--- src/rtl/core/pbp_pkg.sv ---
package pbp_pkg;

	localparam int FRAMES_DEF = 16;
	localparam int PAGE_ID_BITS_DEF = 32;
	localparam int PIN_BITS_DEF = 16;

	localparam logic [1:0] OP_FETCH = 2'd0;
	localparam logic [1:0] OP_UNPIN = 2'd1;
	localparam logic [1:0] OP_NEW   = 2'd2;
	localparam logic [1:0] OP_FLUSH = 2'd3;

	localparam logic [3:0] ACT_HIT      = 4'd0;
	localparam logic [3:0] ACT_WB       = 4'd1;
	localparam logic [3:0] ACT_READ     = 4'd2;
	localparam logic [3:0] ACT_NEW      = 4'd3;
	localparam logic [3:0] ACT_NOFRAME  = 4'd4;
	localparam logic [3:0] ACT_UNPINNED = 4'd5;
	localparam logic [3:0] ACT_NOTRES   = 4'd6;
	localparam logic [3:0] ACT_DOUBLE   = 4'd7;
	localparam logic [3:0] ACT_FLUSHED  = 4'd8;
	localparam logic [3:0] ACT_OVERFLOW = 4'd9;

	// source codes for the output mux
	localparam logic [1:0] SRC_REQ  = 2'd0;
	localparam logic [1:0] SRC_HIT  = 2'd1;
	localparam logic [1:0] SRC_VIC  = 2'd2;
	localparam logic [1:0] SRC_SCAN = 2'd3;

	// commands from the controller to the datapath
	typedef struct packed {
		logic load;       // latch request
		logic scan_clr;   // restart frame scan
		logic scan_step;  // advance frame scan
		logic do_commit;  // apply fetch/unpin/new update
		logic do_evict;   // drop the victim found by the scan
		logic do_flclr;   // clear dirty of scanned frame
	} pbp_cmd_t;

	// status from the datapath
	typedef struct packed {
		logic scan_end;   // scan index at last frame
		logic hit;
		logic pin_zero;
		logic pin_max;
		logic unused_left;
		logic victim_ok;
		logic victim_dirty;
		logic cur_dirty;  // scanned frame valid and dirty
	} pbp_sts_t;

endpackage

--- src/rtl/core/pbp_datapath.sv ---
module pbp_datapath #(
	parameter int FRAMES = pbp_pkg::FRAMES_DEF,
	parameter int PAGE_ID_BITS = pbp_pkg::PAGE_ID_BITS_DEF,
	parameter int PIN_BITS = pbp_pkg::PIN_BITS_DEF,
	localparam int FB = (FRAMES > 1) ? $clog2(FRAMES) : 1
) (
	input  logic                    clk,
	input  logic                    arst_n,
	input  pbp_pkg::pbp_cmd_t       cmd,
	output pbp_pkg::pbp_sts_t       sts,
	input  logic [1:0]              in_op,
	input  logic [31:0]             in_page,
	input  logic                    in_dirty,
	output logic [1:0]              op_q,
	output logic [FB-1:0]           hit_frame,
	output logic [FB-1:0]           victim_frame,
	output logic [FB-1:0]           unused_frame,
	output logic [FB-1:0]           scan_frame,
	output logic [PAGE_ID_BITS-1:0] req_page,
	output logic [PAGE_ID_BITS-1:0] victim_page,
	output logic [PAGE_ID_BITS-1:0] scan_page
);

	localparam logic [PIN_BITS-1:0] PIN_MAX = {PIN_BITS{1'b1}};

	logic [PAGE_ID_BITS-1:0] page_q [FRAMES];
	logic [FRAMES-1:0]       valid_q, dirty_q, inrep_q;
	logic [PIN_BITS-1:0]     pin_q [FRAMES];
	logic [FB-1:0]           rank_q [FRAMES];
	logic [FB:0]             next_unused_q;
	logic [PAGE_ID_BITS-1:0] page_req_q;
	logic                    dirty_req_q;
	logic [FB-1:0]           scan_q;
	logic                    hit_q;
	logic [FB-1:0]           hit_f_q;
	logic                    vic_q;
	logic [FB-1:0]           vic_f_q;
	logic [FB:0]             rep_cnt_q;
	logic [1:0]              op_q_r;

	logic [FB-1:0] tgt;
	logic          tgt_rm, tgt_ins, tgt_new;

	assign op_q         = op_q_r;
	assign req_page     = page_req_q;
	assign hit_frame    = hit_f_q;
	assign victim_frame = vic_f_q;
	assign unused_frame = next_unused_q[FB-1:0];
	assign scan_frame   = scan_q;
	assign victim_page  = page_q[vic_f_q];
	assign scan_page    = page_q[scan_q];

	always_comb begin
		sts.scan_end     = (scan_q == FB'(FRAMES - 1));
		sts.hit          = hit_q;
		sts.pin_zero     = (pin_q[hit_f_q] == '0);
		sts.pin_max      = (pin_q[hit_f_q] == PIN_MAX);
		sts.unused_left  = (next_unused_q < (FB+1)'(FRAMES));
		sts.victim_ok    = vic_q;
		sts.victim_dirty = valid_q[vic_f_q] && dirty_q[vic_f_q];
		sts.cur_dirty    = valid_q[scan_q] && dirty_q[scan_q];
	end

	// decide which frame the commit touches and its replacer move
	always_comb begin
		tgt = hit_f_q;
		tgt_rm = 1'b0;
		tgt_ins = 1'b0;
		tgt_new = 1'b0;
		if (hit_q) begin
			if (op_q_r == pbp_pkg::OP_UNPIN)
				tgt_ins = (pin_q[hit_f_q] == PIN_BITS'(1));
			else
				tgt_rm = (pin_q[hit_f_q] == '0);
		end else begin
			tgt_new = 1'b1;
			tgt = sts.unused_left ? next_unused_q[FB-1:0] : vic_f_q;
		end
	end

	always_ff @(posedge clk or negedge arst_n) begin
		if (!arst_n) begin
			valid_q <= '0;
			dirty_q <= '0;
			inrep_q <= '0;
			next_unused_q <= '0;
			rep_cnt_q <= '0;
			op_q_r <= '0;
			page_req_q <= '0;
			dirty_req_q <= 1'b0;
			scan_q <= '0;
			hit_q <= 1'b0;
			hit_f_q <= '0;
			vic_q <= 1'b0;
			vic_f_q <= '0;
			for (int i = 0; i < FRAMES; i++) begin
				page_q[i] <= '0;
				pin_q[i] <= '0;
				rank_q[i] <= '0;
			end
		end else begin
			if (cmd.load) begin
				op_q_r <= in_op;
				page_req_q <= PAGE_ID_BITS'(in_page);
				dirty_req_q <= in_dirty;
			end
			if (cmd.scan_clr) begin
				scan_q <= '0;
				hit_q <= 1'b0;
				vic_q <= 1'b0;
			end else if (cmd.scan_step) begin
				// one frame per cycle while scan_step is high: match and oldest-unpinned search
				if (valid_q[scan_q] && page_q[scan_q] == page_req_q && !hit_q) begin
					hit_q <= 1'b1;
					hit_f_q <= scan_q;
				end
				if (inrep_q[scan_q] && rank_q[scan_q] == '0 && !vic_q) begin
					vic_q <= 1'b1;
					vic_f_q <= scan_q;
				end
				if (!sts.scan_end)
					scan_q <= scan_q + FB'(1);
			end
			if (cmd.do_flclr)
				dirty_q[scan_q] <= 1'b0;
			// eviction always rides with the commit, which rewrites valid and dirty
			if (cmd.do_evict) begin
				for (int j = 0; j < FRAMES; j++)
					if (inrep_q[j] && rank_q[j] > rank_q[vic_f_q])
						rank_q[j] <= rank_q[j] - FB'(1);
				inrep_q[vic_f_q] <= 1'b0;
				rank_q[vic_f_q] <= '0;
				rep_cnt_q <= rep_cnt_q - (FB+1)'(1);
			end
			if (cmd.do_commit) begin
				if (tgt_new) begin
					if (sts.unused_left)
						next_unused_q <= next_unused_q + (FB+1)'(1);
					page_q[tgt] <= page_req_q;
					valid_q[tgt] <= 1'b1;
					pin_q[tgt] <= PIN_BITS'(1);
					dirty_q[tgt] <= (op_q_r == pbp_pkg::OP_NEW);
				end else if (op_q_r == pbp_pkg::OP_UNPIN) begin
					if (dirty_req_q)
						dirty_q[tgt] <= 1'b1;
					pin_q[tgt] <= pin_q[tgt] - PIN_BITS'(1);
					if (tgt_ins) begin
						inrep_q[tgt] <= 1'b1;
						rank_q[tgt] <= rep_cnt_q[FB-1:0];
						rep_cnt_q <= rep_cnt_q + (FB+1)'(1);
					end
				end else begin
					pin_q[tgt] <= pin_q[tgt] + PIN_BITS'(1);
					if (op_q_r == pbp_pkg::OP_NEW)
						dirty_q[tgt] <= 1'b1;
					if (tgt_rm) begin
						for (int j = 0; j < FRAMES; j++)
							if (inrep_q[j] && rank_q[j] > rank_q[tgt])
								rank_q[j] <= rank_q[j] - FB'(1);
						inrep_q[tgt] <= 1'b0;
						rank_q[tgt] <= '0;
						rep_cnt_q <= rep_cnt_q - (FB+1)'(1);
					end
				end
			end
		end
	end

endmodule

--- src/rtl/core/pbp_ctrl.sv ---
module pbp_ctrl (
	input  logic              clk,
	input  logic              arst_n,
	input  logic              req_valid,
	output logic              req_ready,
	input  logic [1:0]        req_op,
	input  logic [1:0]        op_q,
	input  pbp_pkg::pbp_sts_t sts,
	output pbp_pkg::pbp_cmd_t cmd,
	output logic              out_load,
	output logic [3:0]        out_sel_act,
	output logic [1:0]        out_sel_src,
	output logic              out_sel_last,
	input  logic              out_free
);

	localparam logic [2:0] ST_IDLE   = 3'd0;
	localparam logic [2:0] ST_SCAN   = 3'd1;
	localparam logic [2:0] ST_DECIDE = 3'd2;
	localparam logic [2:0] ST_FINAL  = 3'd3;
	localparam logic [2:0] ST_FLUSH  = 3'd4;
	localparam logic [2:0] ST_FLEND  = 3'd5;

	logic [2:0] state_q, state_d;
	logic       wb_done_q;

	assign req_ready = (state_q == ST_IDLE);

	always_comb begin
		state_d = state_q;
		cmd = '0;
		out_load = 1'b0;
		out_sel_act = pbp_pkg::ACT_HIT;
		out_sel_src = pbp_pkg::SRC_REQ;
		out_sel_last = 1'b1;
		unique case (state_q)
			ST_IDLE: begin
				if (req_valid) begin
					cmd.load = 1'b1;
					cmd.scan_clr = 1'b1;
					state_d = (req_op == pbp_pkg::OP_FLUSH) ? ST_FLUSH : ST_SCAN;
				end
			end
			ST_SCAN: begin
				cmd.scan_step = 1'b1;
				if (sts.scan_end)
					state_d = ST_DECIDE;
			end
			ST_DECIDE: begin
				// evict path: write back a dirty victim first
				if (!sts.hit && op_q != pbp_pkg::OP_UNPIN && !sts.unused_left
						&& sts.victim_ok && sts.victim_dirty && !wb_done_q) begin
					if (out_free) begin
						out_load = 1'b1;
						out_sel_act = pbp_pkg::ACT_WB;
						out_sel_src = pbp_pkg::SRC_VIC;
						out_sel_last = 1'b0;
					end
				end else begin
					state_d = ST_FINAL;
				end
			end
			ST_FINAL: begin
				if (out_free) begin
					out_load = 1'b1;
					state_d = ST_IDLE;
					if (op_q == pbp_pkg::OP_UNPIN) begin
						if (!sts.hit) begin
							out_sel_act = pbp_pkg::ACT_NOTRES;
						end else if (sts.pin_zero) begin
							out_sel_act = pbp_pkg::ACT_DOUBLE;
							out_sel_src = pbp_pkg::SRC_HIT;
						end else begin
							out_sel_act = pbp_pkg::ACT_UNPINNED;
							out_sel_src = pbp_pkg::SRC_HIT;
							cmd.do_commit = 1'b1;
						end
					end else if (sts.hit) begin
						out_sel_src = pbp_pkg::SRC_HIT;
						if (sts.pin_max) begin
							out_sel_act = pbp_pkg::ACT_OVERFLOW;
						end else begin
							cmd.do_commit = 1'b1;
							out_sel_act = (op_q == pbp_pkg::OP_NEW) ?
								pbp_pkg::ACT_NEW : pbp_pkg::ACT_READ;
							if (op_q != pbp_pkg::OP_NEW)
								out_sel_act = pbp_pkg::ACT_HIT;
						end
					end else if (!sts.unused_left && !sts.victim_ok) begin
						out_sel_act = pbp_pkg::ACT_NOFRAME;
					end else begin
						cmd.do_commit = 1'b1;
						// drop the victim together with the final result
						cmd.do_evict = !sts.unused_left;
						out_sel_src = sts.unused_left ? pbp_pkg::SRC_REQ : pbp_pkg::SRC_VIC;
						out_sel_act = (op_q == pbp_pkg::OP_NEW) ?
							pbp_pkg::ACT_NEW : pbp_pkg::ACT_READ;
					end
				end
			end
			ST_FLUSH: begin
				if (sts.cur_dirty) begin
					if (out_free) begin
						out_load = 1'b1;
						out_sel_act = pbp_pkg::ACT_WB;
						out_sel_src = pbp_pkg::SRC_SCAN;
						out_sel_last = 1'b0;
						cmd.do_flclr = 1'b1;
					end
				end else begin
					cmd.scan_step = 1'b1;
					if (sts.scan_end)
						state_d = ST_FLEND;
				end
			end
			ST_FLEND: begin
				if (out_free) begin
					out_load = 1'b1;
					out_sel_act = pbp_pkg::ACT_FLUSHED;
					out_sel_src = pbp_pkg::SRC_SCAN;
					state_d = ST_IDLE;
				end
			end
			default: state_d = ST_IDLE;
		endcase
	end

	always_ff @(posedge clk or negedge arst_n) begin
		if (!arst_n) begin
			state_q <= ST_IDLE;
			wb_done_q <= 1'b0;
		end else begin
			state_q <= state_d;
			if (state_q == ST_IDLE)
				wb_done_q <= 1'b0;
			else if (state_q == ST_DECIDE && out_load)
				wb_done_q <= 1'b1;
		end
	end

endmodule

--- src/rtl/core/page_buffer_pool_lru.sv ---
// Channel  Dir  Payload
// s_axis   in   tdata: operation[1:0], page_id[33:2], mark_dirty[34]
// m_axis   out  tdata: action[3:0], frame[7:4], result_page[39:8]; tlast: last
//
// Each request walks all frames one per cycle, then decides and
// answers; a dirty eviction first sends a write-back. A flush walks
// all frames, sends a write-back per dirty frame, then a flushed result.
// Reset clears all frame state at once. A stalled m_axis holds the
// controller in place; one result register parts the two sides.
module page_buffer_pool_lru #(
	parameter int FRAMES = pbp_pkg::FRAMES_DEF,
	parameter int PAGE_ID_BITS = pbp_pkg::PAGE_ID_BITS_DEF,
	parameter int PIN_BITS = pbp_pkg::PIN_BITS_DEF
) (
	input  logic        clk,
	input  logic        arst_n,
	input  logic        s_axis_tvalid,
	output logic        s_axis_tready,
	input  logic [39:0] s_axis_tdata,  // operation, page_id, mark_dirty
	output logic        m_axis_tvalid,
	input  logic        m_axis_tready,
	output logic [39:0] m_axis_tdata,  // action, frame, result_page
	output logic        m_axis_tlast
);

	localparam int FB = (FRAMES > 1) ? $clog2(FRAMES) : 1;

	pbp_pkg::pbp_cmd_t cmd;
	pbp_pkg::pbp_sts_t sts;
	logic [1:0] op_q;
	logic [FB-1:0] hit_f, vic_f, unu_f, scan_f;
	logic [PAGE_ID_BITS-1:0] req_pg, vic_pg, scan_pg;
	logic out_load, out_last, out_free;
	logic [3:0] out_act;
	logic [1:0] out_src;
	logic [3:0] act_q;
	logic [3:0] frame_q;
	logic [31:0] page_q;
	logic valid_q, last_q;
	logic [FB-1:0] fsel;
	logic [PAGE_ID_BITS-1:0] psel;

	assign out_free = !valid_q || m_axis_tready;

	pbp_ctrl u_ctrl (
		.clk, .arst_n,
		.req_valid(s_axis_tvalid), .req_ready(s_axis_tready),
		.req_op(s_axis_tdata[1:0]), .op_q, .sts, .cmd,
		.out_load, .out_sel_act(out_act), .out_sel_src(out_src),
		.out_sel_last(out_last), .out_free
	);

	pbp_datapath #(.FRAMES(FRAMES), .PAGE_ID_BITS(PAGE_ID_BITS), .PIN_BITS(PIN_BITS))
	u_dp (
		.clk, .arst_n, .cmd, .sts,
		.in_op(s_axis_tdata[1:0]), .in_page(s_axis_tdata[33:2]),
		.in_dirty(s_axis_tdata[34]), .op_q,
		.hit_frame(hit_f), .victim_frame(vic_f), .unused_frame(unu_f),
		.scan_frame(scan_f), .req_page(req_pg), .victim_page(vic_pg),
		.scan_page(scan_pg)
	);

	always_comb begin
		fsel = '0;
		psel = req_pg;
		unique case (out_src)
			pbp_pkg::SRC_REQ: begin fsel = unu_f; psel = req_pg; end
			pbp_pkg::SRC_HIT: begin fsel = hit_f; psel = req_pg; end
			pbp_pkg::SRC_VIC: begin
				fsel = vic_f;
				psel = (out_act == pbp_pkg::ACT_WB) ? vic_pg : req_pg;
			end
			default: begin fsel = scan_f; psel = scan_pg; end
		endcase
		if (out_act == pbp_pkg::ACT_NOTRES || out_act == pbp_pkg::ACT_NOFRAME)
			fsel = '0;
		if (out_act == pbp_pkg::ACT_FLUSHED) begin
			fsel = '0;
			psel = '0;
		end
	end

	always_ff @(posedge clk or negedge arst_n) begin
		if (!arst_n) begin
			valid_q <= 1'b0;
		end else if (out_load) begin
			valid_q <= 1'b1;
		end else if (m_axis_tready) begin
			valid_q <= 1'b0;
		end
	end

	always_ff @(posedge clk) begin
		if (out_load) begin
			act_q <= out_act;
			frame_q <= 4'(fsel);
			page_q <= 32'(psel);
			last_q <= out_last;
		end
	end

	assign m_axis_tvalid = valid_q;
	assign m_axis_tdata = {page_q, frame_q, act_q};
	assign m_axis_tlast = last_q;

endmodule

--- config.mk ---
export PLATFORM = sky130hd
export DESIGN_NAME = page_buffer_pool_lru
export DESIGN_NICKNAME = d
export VERILOG_FILES = /design/src/rtl/core/pbp_pkg.sv /design/src/rtl/core/pbp_datapath.sv /design/src/rtl/core/pbp_ctrl.sv /design/src/rtl/core/page_buffer_pool_lru.sv
export SDC_FILE = /design/constraint.sdc
export NUM_CORES = 2
export LEC_CHECK = 0
export BUFFER_PORTS_ARGS = -buffer_cell sky130_fd_sc_hd__buf_2
export CAP_MARGIN = 20
export CORE_UTILIZATION = 57
export CTS_BUF_LIST = sky130_fd_sc_hd__clkbuf_8
export DETAILED_ROUTE_END_ITERATION = 6
export GPL_TIMING_DRIVEN = 0
export PLACE_DENSITY = 0.73
export SLEW_MARGIN = 5
export SYNTH_ARGS = -nofsm -noshare
export SYNTH_HDL_FRONTEND = slang
export SYNTH_SLANG_ARGS = --single-unit
--- constraint.sdc ---
create_clock -name clk -period 7.3 [get_ports clk]
set_input_delay 1.095 -clock clk [delete_from_list [all_inputs] [get_ports clk]]
set_output_delay 1.095 -clock clk [all_outputs]
set_load 0.05 [all_outputs]
==> qor.log <==
[sta] timing-limited maximum frequency 139 MHz
[sta] number of pins with negative max-slew slack in the final report 0
[global_routing] wire length of the first global-routing pass 341 mm
[synth] Post-Synthesis Mean Instance Area 11.8 um^2
[power] leakage power 0.0289 uW
[placed_design] final weighted congestion of routability-driven global placement 1.04
[clock_tree] H-tree levels 4
[clock_tree] number of buffers inserted by hold repair at cts 0
[clock_tree] CTS tree built
[sta] Final period util 0.984
[layout] top library cells by usage in the layout, fill and taps aside 943 x sky130_fd_sc_hd__dfrtp_1, 599 x sky130_fd_sc_hd__mux2_2, 584 x sky130_fd_sc_hd__nand2_1
[hold_path] class of the worst hold path input port to async pin
[layout] layout filler cell count 7999
[layout] share of post-route cells with drive strength above 1 0.290
[worst_setup_path] Reg2Reg Depth 25
[synth] sequential fraction of the synthesis area 0.415
[worst_setup_path] crit start category register
[sta] worst hold margin 0.0232 ns
[run_status] violated checks DRC
[run_status] status finished with violations
[floorplan] cell row count 118
[layout] post-layout net count 5586
[worst_setup_path] Worst Path Required 8.15 ns
[routing] drt first pass iters 7
[sta] Slew headroom 0.0909
[floorplan] Initial Util 0.576
[routing] DRC violations left 37
[power] pwr dens 351 nW/um^2
[global_routing] grt total ovfl 0
[flow_run] max-cap violation count 0
[synth] total nets after synthesis 5265
[placed_design] HPWL reported at the end of detailed placement 167 mm
[routing] ANT nets after route 0
[floorplan] Die Area 106000 um^2
[clock_tree] later-pin clock latency in the skew report 0.97 ns
[sta] final setup vio count 0
[placed_design] count of buffers inserted at the top-level ports 81
[synth] area share of the largest cell type after synthesis 0.395
[global_routing] pin count of the biggest net entering global routing 164
[synth] cell type with the highest aggregate area in the netlist sky130_fd_sc_hd__dfrtp_1
[synth] number of cells produced by synthesis 5068
[routing] Detailed Route Iter0 Violations 7753
[worst_setup_path] Worst Path Max Fanout 10
[clock_tree] number of buffers created by CTS 167
[clock_tree] maximum buffer depth of the clock tree 3
[synth] most used flip-flop cell after synthesis sky130_fd_sc_hd__dfrtp_1
[layout] growth of design area from synthesis to finish 11.2%
[layout] utilization after layout 0.640
[floorplan] die outline width 326 um
[routing] via-per-instance ratio 7.27
[synth] Async SR Flop Fraction 0.958
[sta] worst setup skew after layout 0.0500 ns
[sta] RSZ-0062 raised after global routing no
[routing] mean routed wirelength per cell 34.6 um
[synth] count of warnings emitted by yosys 0
[sta] final hold violation count 0
[floorplan] area of the core 104000 um^2
[layout] commonest non-fill, non-tap cell in the layout sky130_fd_sc_hd__dfrtp_1
[clock_tree] master cell of the clock root buffer sky130_fd_sc_hd__clkbuf_8
[synth] largest cells by area after synthesis sky130_fd_sc_hd__dfrtp_1 39%, sky130_fd_sc_hd__mux4_2 17%, sky130_fd_sc_hd__mux2_2 11%
[synth] number of distinct standard cells referenced by the synthesized netlist 102
[clock_tree] clock sink count 984
[global_routing] total global routing track utilization 0.450
[floorplan] vertical die dimension 326 um
[worst_setup_path] critical path class register to register
[routing] wirelength, routed 239 mm
[synth] Post-synth EDFFs 41
[floorplan] number of top-level pins 87
[worst_setup_path] Setup crit end kind register
[sta] clock period minus worst slack 7.18 ns
[clock_tree] post-CTS clock slew at the launch and capture registers of the worst setup and hold paths 0.06 ns
[synth] synthesized flop and latch total 984
[sta] slew of the pin with the lowest slew margin 1.36 ns
[routing] count of vias placed by the detailed router 50190
[synth] Mapped Area 59800 um^2
[worst_setup_path] arrival time of data at the critical path endpoint 8.03 ns
[global_routing] vias in the first global route 48652
[global_routing] antenna violations before repair 8
[power] maximum VDD drop 0.000255 V
path summary, 6_finish.rpt:
| kind | startpoint | to | slack (ns) |
|---|---|---|---|
| max | u_dp.hit_frame[0]$_DFFE_PN0P_ | u_dp.rank_q[34]$_DFF_PN0_ | 0.12 |
| max reg2reg | u_dp.hit_frame[0]$_DFFE_PN0P_ | u_dp.rank_q[34]$_DFF_PN0_ | 0.12 |
| max in group asynchronous | arst_n | u_dp.page_q[51]$_DFFE_PN0P_ | 5.05 |
| min in group clk | s_axis_tdata[26] | u_dp.req_page[24]$_DFFE_PN0P_ | 0.33 |
| min reg2reg | u_ctrl.wb_done_q$_DFFE_PN0P_ | u_ctrl.wb_done_q$_DFFE_PN0P_ | 0.49 |
| min | arst_n | u_dp.pin_q[180]$_DFFE_PN0P_ | 0.02 |
logic make-up (layout without fill, tap and decap cells):
group                      after synthesis  count (layout)  share of synthesized area
xor gates and xnor gates               126             126                     0.0188
and+or+nand+nor                       1272            1272                     0.0987
muxes                                 1127            1127                      0.296
DFF                                    984             984                      0.415
buffers and inverters                  494             945                     0.0359
AOI/OAI and AO/OA                      912             912                      0.103
other                                    0               6                          0
adders and majority gates              153             153                     0.0320
metal layers:
metal / global-route usage / share of wire / up-vias
li1: - / - / 19870
met1: 0.568 / 0.35 / 24980
met2: 0.646 / 0.42 / 4088
met3: 0.149 / 0.13 / 1240
met4: 0.337 / 0.092 / 12
met5: 0 / 0.00050 / -
cell type report:
type,instances,area (um^2),area share
multi-input combinational,3590,32900,0.494
sequential,984,24800,0.374
clock buffer,202,2780,0.0418
buffer,423,1910,0.0287
tap,1380,1730,0.0260
timing repair buffer,153,1490,0.0224
clock inverter,97,587,0.00883
inverter,70,270,0.00407
antenna,6,15.0,0.000226
cell usage after synthesis, drive strengths merged (13+ instances only):
| cell | number |
|---|---|
| a21oi | 166 |
| a32o | 47 |
| dfrtp | 943 |
| a221oi | 18 |
| a31oi | 22 |
| nor2b | 55 |
| clkbuf | 296 |
| mux4 | 450 |
| inv | 68 |
| and2 | 37 |
| edfxtp | 41 |
| o21ai | 283 |
| buf | 128 |
| a211oi | 20 |
| o2111ai | 13 |
| mux2 | 614 |
| xnor2 | 88 |
| nand2b | 44 |
| o221ai | 15 |
| xor2 | 38 |
| a222oi | 32 |
| o22ai | 19 |
| a22oi | 32 |
| nand3 | 103 |
| o211ai | 32 |
| or2 | 16 |
| ha | 153 |
| nor3 | 70 |
| a22o | 50 |
| and3 | 13 |
| mux2i | 63 |
| nand4 | 52 |
| nor4 | 27 |
| nand2 | 593 |
| nor2 | 218 |
| o21a | 48 |
| o31ai | 24 |
registers in the layout (all words and copies together) (netlist names), 5 cells and up:
register            cells
page_q                 32
u_dp.dirty_q           16
u_dp.inrep_q           16
u_dp.next_unused_q      5
u_dp.page_q           512
u_dp.pin_q            256
u_dp.rank_q            64
u_dp.req_page          32
u_dp.valid_q           16
per-stage QoR:
stage                     worst slack (ns)  instance area (um^2)  std cells  power, uW  TNS (ns)
final                                0.120                 66500       6905      23400         0
after floorplan                       1.70                 59800       5068      13700         0
after global routing                0.0431                 66500       6902      23900         0
after global placement              -15.52                 61900       6529      17300         -
after CTS                           0.0455                 66300       6884      22800         0
after detailed placement            -0.758                 62800       6578      17700    -19.92
critical path, cell delays in order, from the launching register on:
cell and delay (ns):
sky130_fd_sc_hd__dfrtp_1 0.58, sky130_fd_sc_hd__buf_6 0.32, sky130_fd_sc_hd__buf_12 0.21, sky130_fd_sc_hd__buf_8 0.23, sky130_fd_sc_hd__nor2b_4 0.08, sky130_fd_sc_hd__a21oi_4 0.47, sky130_fd_sc_hd__buf_4 0.36, sky130_fd_sc_hd__buf_2 0.41
sky130_fd_sc_hd__buf_2 0.37, sky130_fd_sc_hd__clkbuf_4 0.38, sky130_fd_sc_hd__clkbuf_4 0.37, sky130_fd_sc_hd__mux4_2 0.57, sky130_fd_sc_hd__nand2_1 0.13, sky130_fd_sc_hd__a31oi_4 0.23, sky130_fd_sc_hd__buf_16 0.25, sky130_fd_sc_hd__ha_1 0.19
sky130_fd_sc_hd__nor2b_1 0.11, sky130_fd_sc_hd__o21a_1 0.11, sky130_fd_sc_hd__o21ai_0 0.07, sky130_fd_sc_hd__a21oi_1 0.48, sky130_fd_sc_hd__nor2b_1 0.23, sky130_fd_sc_hd__and3_1 0.25, sky130_fd_sc_hd__o21a_1 0.12, sky130_fd_sc_hd__o21ai_0 0.07
sky130_fd_sc_hd__or3_1 0.35, sky130_fd_sc_hd__o21ai_0 0.07
repair_timing:
action,CTS,global route
setup endpoints to repair,64,26
cloned,0,0
setup buffers,8,0
pin swaps,1,0
gates resized for setup,5,8
power breakdown:
| group | switching (uW) | internal (uW) | total, uW |
|---|---|---|---|
| clock network | 2510 | 2630 | 5140 |
| registers | 697 | 6500 | 7200 |
| logic | 6970 | 4040 | 11000 |
No activity file was read; power rests on OpenSTA's default activity.
